[config.mk]
export PLATFORM = sky130hd
export DESIGN_NAME = cpu_div_idiv_unit
export DESIGN_NICKNAME = d
export VERILOG_FILES = /design/src/sv/cdiv_pkg.sv /design/src/sv/cdiv_front.sv /design/src/sv/cdiv_queue.sv /design/src/sv/cdiv_back.sv /design/src/sv/cpu_div_idiv_unit.sv
export SDC_FILE = /design/constraint.sdc
export NUM_CORES = 2
export LEC_CHECK = 0
export BUFFER_PORTS_ARGS = -buffer_cell sky130_fd_sc_hd__clkbuf_2
export CAP_MARGIN = 5
export CORE_MARGIN = 2
export CORE_UTILIZATION = 30
export DETAILED_ROUTE_END_ITERATION = 8
export PLACE_DENSITY = 0.46
export SYNTH_ARGS = -nofsm -noshare
export SYNTH_HDL_FRONTEND = slang
export SYNTH_SLANG_ARGS = --single-unit
export TNS_END_PERCENT = 50
[constraint.sdc]
create_clock -name aclk -period 30.6 [get_ports aclk]
set_input_delay 6.12 -clock aclk [delete_from_list [all_inputs] [get_ports aclk]]
set_output_delay 6.12 -clock aclk [all_outputs]
set_load 0.01 [all_outputs]
[src/sv/cdiv_pkg.sv]
`default_nettype none

package cdiv_pkg;

    // operation codes carried on s_tuser
    typedef enum logic [1:0] {
        OP_UDIV8  = 2'd0,
        OP_IDIV8  = 2'd1,
        OP_UDIV16 = 2'd2,
        OP_IDIV16 = 2'd3
    } op_t;

    localparam int unsigned QUEUE_DEPTH = 2;

    // one restoring step per quotient bit, quotient is at most 16 bits wide
    localparam int unsigned DIV_STEPS = 16;

    localparam logic [15:0] BYTE_Q_MAX  = 16'h00ff;
    localparam logic [15:0] BYTE_Q_LIM  = 16'h0080;
    localparam logic [15:0] WORD_Q_LIM  = 16'h8000;

    typedef struct packed {
        logic word;
        logic sgn;
        logic neg_dvd;
        logic neg_dvs;
        logic err;
    } ctl_t;

    // classified item handed from front to back
    typedef struct packed {
        ctl_t        ctl;
        logic [31:0] mag_dvd;
        logic [15:0] mag_dvs;
    } item_t;

endpackage

`default_nettype wire

[src/sv/cdiv_front.sv]
`default_nettype none

module cdiv_front (
    input  wire logic           aclk,
    input  wire logic           aresetn,
    input  wire logic           in_valid,
    output logic                in_ready,
    input  wire logic [1:0]     in_op,
    input  wire logic [31:0]    in_dvd,
    input  wire logic [15:0]    in_dvs,
    output logic                out_valid,
    input  wire logic           out_ready,
    output cdiv_pkg::item_t     out_item
);

    logic                 valid_reg;
    logic                 valid_next;
    logic [1:0]           op_reg;
    logic [31:0]          dvd_reg;
    logic [15:0]          dvs_reg;
    logic                 word;
    logic                 sgn;
    logic                 na;
    logic                 nb;
    logic [31:0]          dvd_neg;
    logic [15:0]          dvs_neg;
    logic [31:0]          mag_a;
    logic [15:0]          mag_b;
    cdiv_pkg::op_t        op;

    assign in_ready  = !valid_reg || out_ready;
    assign out_valid = valid_reg;

    always_comb begin
        valid_next = valid_reg;
        if (in_valid && in_ready) begin
            valid_next = 1'b1;
        end else if (out_ready) begin
            valid_next = 1'b0;
        end
    end

    always_ff @(posedge aclk) begin
        if (!aresetn) begin
            valid_reg <= 1'b0;
        end else begin
            valid_reg <= valid_next;
        end
    end

    always_ff @(posedge aclk) begin
        if (in_valid && in_ready) begin
            op_reg  <= in_op;
            dvd_reg <= in_dvd;
            dvs_reg <= in_dvs;
        end
    end

    // decode mode
    always_comb begin
        op = cdiv_pkg::op_t'(op_reg);
        unique case (op)
            cdiv_pkg::OP_UDIV8: begin
                word = 1'b0;
                sgn  = 1'b0;
            end
            cdiv_pkg::OP_IDIV8: begin
                word = 1'b0;
                sgn  = 1'b1;
            end
            cdiv_pkg::OP_UDIV16: begin
                word = 1'b1;
                sgn  = 1'b0;
            end
            cdiv_pkg::OP_IDIV16: begin
                word = 1'b1;
                sgn  = 1'b1;
            end
            default: begin
                word = 1'b0;
                sgn  = 1'b0;
            end
        endcase
    end

    // magnitudes; low bits of the wide negate serve the byte case too
    always_comb begin
        na      = sgn && (word ? dvd_reg[31] : dvd_reg[15]);
        nb      = sgn && (word ? dvs_reg[15] : dvs_reg[7]);
        dvd_neg = ~dvd_reg + 32'd1;
        dvs_neg = ~dvs_reg + 16'd1;
        if (word) begin
            mag_a = na ? dvd_neg : dvd_reg;
            mag_b = nb ? dvs_neg : dvs_reg;
        end else begin
            mag_a = {16'h0000, (na ? dvd_neg[15:0] : dvd_reg[15:0])};
            mag_b = {8'h00, (nb ? dvs_neg[7:0] : dvs_reg[7:0])};
        end
    end

    // zero divisor, or a quotient of 17 bits or more
    always_comb begin
        out_item.ctl.word    = word;
        out_item.ctl.sgn     = sgn;
        out_item.ctl.neg_dvd = na;
        out_item.ctl.neg_dvs = nb;
        out_item.ctl.err     = (mag_b == 16'h0000) || (mag_a[31:16] >= mag_b);
        out_item.mag_dvd     = mag_a;
        out_item.mag_dvs     = mag_b;
    end

endmodule

`default_nettype wire

[src/sv/cdiv_queue.sv]
`default_nettype none

module cdiv_queue #(
    parameter int unsigned DEPTH = cdiv_pkg::QUEUE_DEPTH
) (
    input  wire logic            aclk,
    input  wire logic            aresetn,
    input  wire logic            wr_valid,
    output logic                 wr_ready,
    input  wire cdiv_pkg::item_t wr_item,
    output logic                 rd_valid,
    input  wire logic            rd_ready,
    output cdiv_pkg::item_t      rd_item
);

    localparam int unsigned AW = (DEPTH > 1) ? $clog2(DEPTH) : 1;
    localparam int unsigned CW = $clog2(DEPTH + 1);

    cdiv_pkg::item_t entry_reg [DEPTH];
    logic [AW-1:0]   wr_ptr_reg;
    logic [AW-1:0]   wr_ptr_next;
    logic [AW-1:0]   rd_ptr_reg;
    logic [AW-1:0]   rd_ptr_next;
    logic [CW-1:0]   count_reg;
    logic [CW-1:0]   count_next;
    logic            push;
    logic            pop;

    assign wr_ready = (count_reg != CW'(DEPTH));
    assign rd_valid = (count_reg != '0);
    assign rd_item  = entry_reg[rd_ptr_reg];
    assign push     = wr_valid && wr_ready;
    assign pop      = rd_valid && rd_ready;

    always_comb begin
        wr_ptr_next = wr_ptr_reg;
        rd_ptr_next = rd_ptr_reg;
        count_next  = count_reg;
        if (push) begin
            wr_ptr_next = (wr_ptr_reg == AW'(DEPTH - 1)) ? '0 : wr_ptr_reg + AW'(1);
        end
        if (pop) begin
            rd_ptr_next = (rd_ptr_reg == AW'(DEPTH - 1)) ? '0 : rd_ptr_reg + AW'(1);
        end
        if (push && !pop) begin
            count_next = count_reg + CW'(1);
        end else if (pop && !push) begin
            count_next = count_reg - CW'(1);
        end
    end

    always_ff @(posedge aclk) begin
        if (!aresetn) begin
            wr_ptr_reg <= '0;
            rd_ptr_reg <= '0;
            count_reg  <= '0;
        end else begin
            wr_ptr_reg <= wr_ptr_next;
            rd_ptr_reg <= rd_ptr_next;
            count_reg  <= count_next;
        end
    end

    always_ff @(posedge aclk) begin
        if (push) begin
            entry_reg[wr_ptr_reg] <= wr_item;
        end
    end

endmodule

`default_nettype wire

[src/sv/cdiv_back.sv]
`default_nettype none

module cdiv_back (
    input  wire logic            aclk,
    input  wire logic            aresetn,
    input  wire logic            in_valid,
    output logic                 in_ready,
    input  wire cdiv_pkg::item_t in_item,
    output logic                 out_valid,
    input  wire logic            out_ready,
    output logic [15:0]          out_quot,
    output logic [15:0]          out_rem,
    output logic                 out_err
);

    localparam int unsigned STEPS = cdiv_pkg::DIV_STEPS;

    // stage k holds {partial remainder, unused dividend bits, quotient bits}
    logic                 valid_reg [STEPS+1];
    logic [31:0]          acc_reg   [STEPS+1];
    logic [31:0]          acc_next  [STEPS+1];
    logic [15:0]          dvs_reg   [STEPS+1];
    cdiv_pkg::ctl_t       ctl_reg   [STEPS+1];

    logic                 adv;
    logic                 o_valid_reg;
    logic [15:0]          o_quot_reg;
    logic [15:0]          o_quot_next;
    logic [15:0]          o_rem_reg;
    logic [15:0]          o_rem_next;
    logic                 o_err_reg;
    logic                 o_err_next;

    logic [15:0]          q_mag;
    logic [15:0]          r_mag;
    logic [15:0]          q_neg;
    logic [15:0]          r_neg;
    logic [15:0]          q_lim;
    logic                 nq;
    logic                 range_err;
    cdiv_pkg::ctl_t       fin_ctl;

    // whole pipe moves when the output register is free or being drained
    assign adv       = !o_valid_reg || out_ready;
    assign in_ready  = adv;
    assign out_valid = o_valid_reg;
    assign out_quot  = o_quot_reg;
    assign out_rem   = o_rem_reg;
    assign out_err   = o_err_reg;

    assign acc_next[0] = in_item.mag_dvd;

    always_ff @(posedge aclk) begin
        if (!aresetn) begin
            valid_reg[0] <= 1'b0;
        end else if (adv) begin
            valid_reg[0] <= in_valid;
        end
    end

    always_ff @(posedge aclk) begin
        if (adv) begin
            acc_reg[0] <= acc_next[0];
            dvs_reg[0] <= in_item.mag_dvs;
            ctl_reg[0] <= in_item.ctl;
        end
    end

    for (genvar k = 1; k <= STEPS; k++) begin : g_step
        logic [16:0] top;
        logic [15:0] diff;
        logic        ge;

        // when the subtract is taken the difference is below the divisor
        always_comb begin
            top  = acc_reg[k-1][31:15];
            diff = top[15:0] - dvs_reg[k-1];
            ge   = (top >= {1'b0, dvs_reg[k-1]});
            acc_next[k] = ge ? {diff,      acc_reg[k-1][14:0], 1'b1}
                             : {top[15:0], acc_reg[k-1][14:0], 1'b0};
        end

        always_ff @(posedge aclk) begin
            if (!aresetn) begin
                valid_reg[k] <= 1'b0;
            end else if (adv) begin
                valid_reg[k] <= valid_reg[k-1];
            end
        end

        always_ff @(posedge aclk) begin
            if (adv) begin
                acc_reg[k] <= acc_next[k];
                dvs_reg[k] <= dvs_reg[k-1];
                ctl_reg[k] <= ctl_reg[k-1];
            end
        end
    end

    // range check and sign fix-up
    always_comb begin
        fin_ctl = ctl_reg[STEPS];
        q_mag   = acc_reg[STEPS][15:0];
        r_mag   = acc_reg[STEPS][31:16];
        q_neg   = ~q_mag + 16'd1;
        r_neg   = ~r_mag + 16'd1;
        q_lim   = fin_ctl.word ? cdiv_pkg::WORD_Q_LIM : cdiv_pkg::BYTE_Q_LIM;
        nq      = (fin_ctl.neg_dvd != fin_ctl.neg_dvs) && (q_mag != 16'h0000);
        if (fin_ctl.sgn) begin
            range_err = nq ? (q_mag > q_lim) : (q_mag >= q_lim);
        end else begin
            range_err = !fin_ctl.word && (q_mag > cdiv_pkg::BYTE_Q_MAX);
        end
        o_err_next  = fin_ctl.err || range_err;
        o_quot_next = nq ? q_neg : q_mag;
        o_rem_next  = fin_ctl.neg_dvd ? r_neg : r_mag;
        if (!fin_ctl.word) begin
            o_quot_next = {8'h00, o_quot_next[7:0]};
            o_rem_next  = {8'h00, o_rem_next[7:0]};
        end
        if (o_err_next) begin
            o_quot_next = 16'h0000;
            o_rem_next  = 16'h0000;
        end
    end

    always_ff @(posedge aclk) begin
        if (!aresetn) begin
            o_valid_reg <= 1'b0;
        end else if (adv) begin
            o_valid_reg <= valid_reg[STEPS];
        end
    end

    always_ff @(posedge aclk) begin
        if (adv) begin
            o_quot_reg <= o_quot_next;
            o_rem_reg  <= o_rem_next;
            o_err_reg  <= o_err_next;
        end
    end

endmodule

`default_nettype wire

[src/sv/cpu_div_idiv_unit.sv]
`default_nettype none

// Divide unit, 8- and 16-bit, signed and unsigned. One division is taken per
// cycle while the output is not stalled. A division passes the input register,
// the queue, the launch stage, one restoring step per quotient bit (16 stages,
// each a 16-bit subtract and a 17-bit compare) and the output register. Division by
// zero and a quotient out of range both return zero quotient and remainder
// with divide_error set on m_tuser. Results leave in transfer order.

module cpu_div_idiv_unit #(
    parameter int unsigned QUEUE_DEPTH = cdiv_pkg::QUEUE_DEPTH
) (
    input  wire logic        aclk,
    input  wire logic        aresetn,
    input  wire logic        s_tvalid,
    output logic             s_tready,
    input  wire logic [47:0] s_tdata,   // dividend [31:0], divisor [47:32]
    input  wire logic [1:0]  s_tuser,   // operation [1:0]
    output logic             m_tvalid,
    input  wire logic        m_tready,
    output logic [31:0]      m_tdata,   // quotient [15:0], remainder [31:16]
    output logic [0:0]       m_tuser    // divide_error [0]
);

    logic            fr_valid;
    logic            fr_ready;
    cdiv_pkg::item_t fr_item;
    logic            bk_valid;
    logic            bk_ready;
    cdiv_pkg::item_t bk_item;
    logic [15:0]     quot;
    logic [15:0]     rem;
    logic            err;

    cdiv_front u_front (
        .aclk      (aclk),
        .aresetn   (aresetn),
        .in_valid  (s_tvalid),
        .in_ready  (s_tready),
        .in_op     (s_tuser),
        .in_dvd    (s_tdata[31:0]),
        .in_dvs    (s_tdata[47:32]),
        .out_valid (fr_valid),
        .out_ready (fr_ready),
        .out_item  (fr_item)
    );

    cdiv_queue #(
        .DEPTH (QUEUE_DEPTH)
    ) u_queue (
        .aclk     (aclk),
        .aresetn  (aresetn),
        .wr_valid (fr_valid),
        .wr_ready (fr_ready),
        .wr_item  (fr_item),
        .rd_valid (bk_valid),
        .rd_ready (bk_ready),
        .rd_item  (bk_item)
    );

    cdiv_back u_back (
        .aclk      (aclk),
        .aresetn   (aresetn),
        .in_valid  (bk_valid),
        .in_ready  (bk_ready),
        .in_item   (bk_item),
        .out_valid (m_tvalid),
        .out_ready (m_tready),
        .out_quot  (quot),
        .out_rem   (rem),
        .out_err   (err)
    );

    assign m_tdata = {rem, quot};
    assign m_tuser = err;

endmodule

`default_nettype wire

==> qor.yml <==
placed_design:
  gp_congestion: 0.8081
  pre_cts_slack_ns: 20.43
  port_buffers: 88
  dpl.hpwl_um: 74790
clock_network:
  cts_hold_buf: 0
  clk_pin_slew_ns: 0.06
  cts_buffers: 118
  cts_setup_buffers: 0
  cts.sinks: 1098
  cts_resized: 0
  clock_latency_ns: 0.76
  cts_tree: "yes"
  htreeDepth: 3
  clockRootBuffer: "clkbuf_16"
  clock_path_buffers: 3
power:
  power.internal_uw: 4634
  powerDensity_nw_per_um2: 120.6
  peakVddDrop_uv: 54.51
  switching_share_pct: 34.96
  pwr-share-clk_pct: 20.1
  seqPwrFrac_pct: 38.2
  switchingPower_uw: 2490
  leakage_uw: 0.02317
  pwr-share-comb_pct: 41.6
timing:
  setup_viol: 0
  finalHoldViolations: 0
  finalCriticalPeriod_ns: 9.397
  setup_ws_ns: 21.20
  drv_slew: 0
  fin_crit_sh_pct: 30.71
  fmax_ghz: 0.1064
  tightest_slew_ns: 1.200
  fin_tns_setup_ns: 0
  max_slew_margin_pct: 20.01
  grt_setup_unrepaired: "false"
  finClkSkew_ns: 0.04843
final_layout:
  drive_gt1_share_pct: 12.84
  nNetsFinal: 4373
  area_growth_pct: 13.98
  largest_reg_flops: 544
drt:
  drt_pass1_iterations: 5
  via_per_inst: 4.592
  vias: 29540
  ant_nets: 0
  drt_iter0_drc: 1756
  drt-total-wl_um: 105800
  wire_per_inst_um: 16.44
  drc: 0
critical_path:
  cp_cell_sequence: "clkbuf_2 > nor2b_1 > inv_8 > buf_4 > buf_4 > buf_4"
  critPathKind: "input pin to flop"
  critical_path_required_ns: 30.93
  startpoint: "m_tready"
  end_kind: "flop"
  slowest_stage: "buf_4"
  rr_startpoint: "u_front.op[1]"
  worst_setup_path_start_kind: "input pin"
  path_common_cell: "buf_4"
  slowest_delay_ns: 0.92
  crit_fanout: 118
  arrival_ns: 9.72
grt:
  gr-total-overflow: 0
  grt_max_degree: 186
  first_global_vias: 29580
  antenna_found_initial: 1
  grt_use_total_pct: 11.95
  grt_pass1_wl_um: 166400
synth:
  ys_async_sr_fraction_pct: 0
  avgSynthCellArea_um2: 13.47
  ys_ff_latch: 1098
  synth.cell_area_um2: 51830
  syn_inst: 3848
  yosysWarnings: 0
  synth_cell_types: 84
  synth_top_flop_cell: "edfxtp_1"
  yosysSeqAreaShare_pct: 63.47
  synth_edf_count: 1090
  syn_nets: 4198
hold_path:
  min_from: "u_back.acc_reg[1][137]"
  hold_path_class: "flop to flop"
floorplanning:
  die_h_um: 419.6
  rows: 152
  die_area_um2: 176100
  die_w_um: 419.6
  ios: 89
  initial_utilization_pct: 30.21
  core_um2: 171500
flow_run:
  cap_violations: 0
status:
  status: "finished, final reports clean"
[cells in the final DEF (no fill, tap or decap), drive strengths merged, types with 47 or more instances in the layout]
cell / instances
o21a: 74
clkbuf: 226
ha: 280
xor2: 99
nor2: 291
a21oi: 202
nand2: 125
nor2b: 47
clkinv: 55
inv: 389
nor3: 47
xnor2: 123
o21ai: 160
a21o: 72
mux2: 181
edfxtp: 1090
[power groups by stage]
stage,sequential [µW],clock [µW],combinational [µW]
2_1_floorplan,2620,0,2330
3_3_place_gp,2770,0,2960
3_5_place_dp,2770,0,2970
4_1_cts,2750,1490,2990
5_1_grt,2790,1540,3350
6_report,2720,1430,2970
[cell usage after synthesis, types with 46 or more instances]
cell      number  area share [%]
a21oi_1      202             2.0
o21ai_0      154             1.5
edfxtp_1    1090              63
o21a_1        74             1.1
inv_1        385             2.8
a21o_1        72             1.0
mux2_2       174             3.8
nor2_1       291             2.1
xor2_1        99             1.7
xnor2_1      123             2.1
nand2_1      125            0.91
nor2b_1       47            0.57
ha_1         280             6.8
nor3_1        46            0.44
[layout make-up]
class                   count  area, µm²
repair buffers            113      640.6
fillers                 16870     112500
well taps                2310       2890
clock inverters            80      884.6
flip-flops and latches   1098      32890
multi-input cells        2306      17270
inverters                 386       1456
diodes                      1      2.502
clock buffers             138       3028
[worst max-delay path, delay by kind of cell]
kind	cells	cell delay (ns)
buf+inv	5	3.13
simple gates	1	0.11
[cells by family after synthesis]
logic type	after synthesis	synth area share, %
adder cells (fa/ha/maj)	296	7.378
flip-flops	1098	63.47
buffers and inverters	444	3.281
AND/OR/NAND/NOR	773	7.277
multiplexers	207	4.486
AO/OA/AOI/OAI	808	10.36
XOR/XNOR	222	3.752
[per-layer routing]
| metal | up-vias | wire length (µm) | share of wire, % | track usage (%) |
|---|---|---|---|---|
| li1 | 14730 | - | - | - |
| met1 | 14350 | 47090 | 45 | 15.04 |
| met2 | 319 | 52990 | 50 | 20.95 |
| met3 | 147 | 3272 | 3.1 | 2.074 |
| met4 | 0 | 2397 | 2.3 | 3.359 |
| met5 | - | 0 | 0 | 0 |
[path summary, 6_finish.rpt]
check                                                 to  slack [ns]  depth (start not counted)
worst max-delay path                  u_back.out_quot[5]       21.20                          6
worst min register to register    u_back.acc_reg[1][170]        0.39                          0
worst max register to register  u_queue.entry_reg[1][48]       25.91                         15
worst min-delay path              u_back.acc_reg[1][170]        0.39                          0
[per-stage QoR]
step	power [µW]	util, %	cells	hold WS, ns	cell area, µm²
5_1_grt	7679	34.43	6432	0.3908	59070
3_5_place_dp	5742	32.15	6213	0.4045	55150
3_3_place_gp	5728	32.15	6213	0.4001	55150
4_1_cts	7225	34.43	6431	0.3960	59070
6_report	7124	34.43	6432	0.3943	59070
2_1_floorplan	4949	-	3848	0.4003	51830
Power figures use the tool's default switching activity.
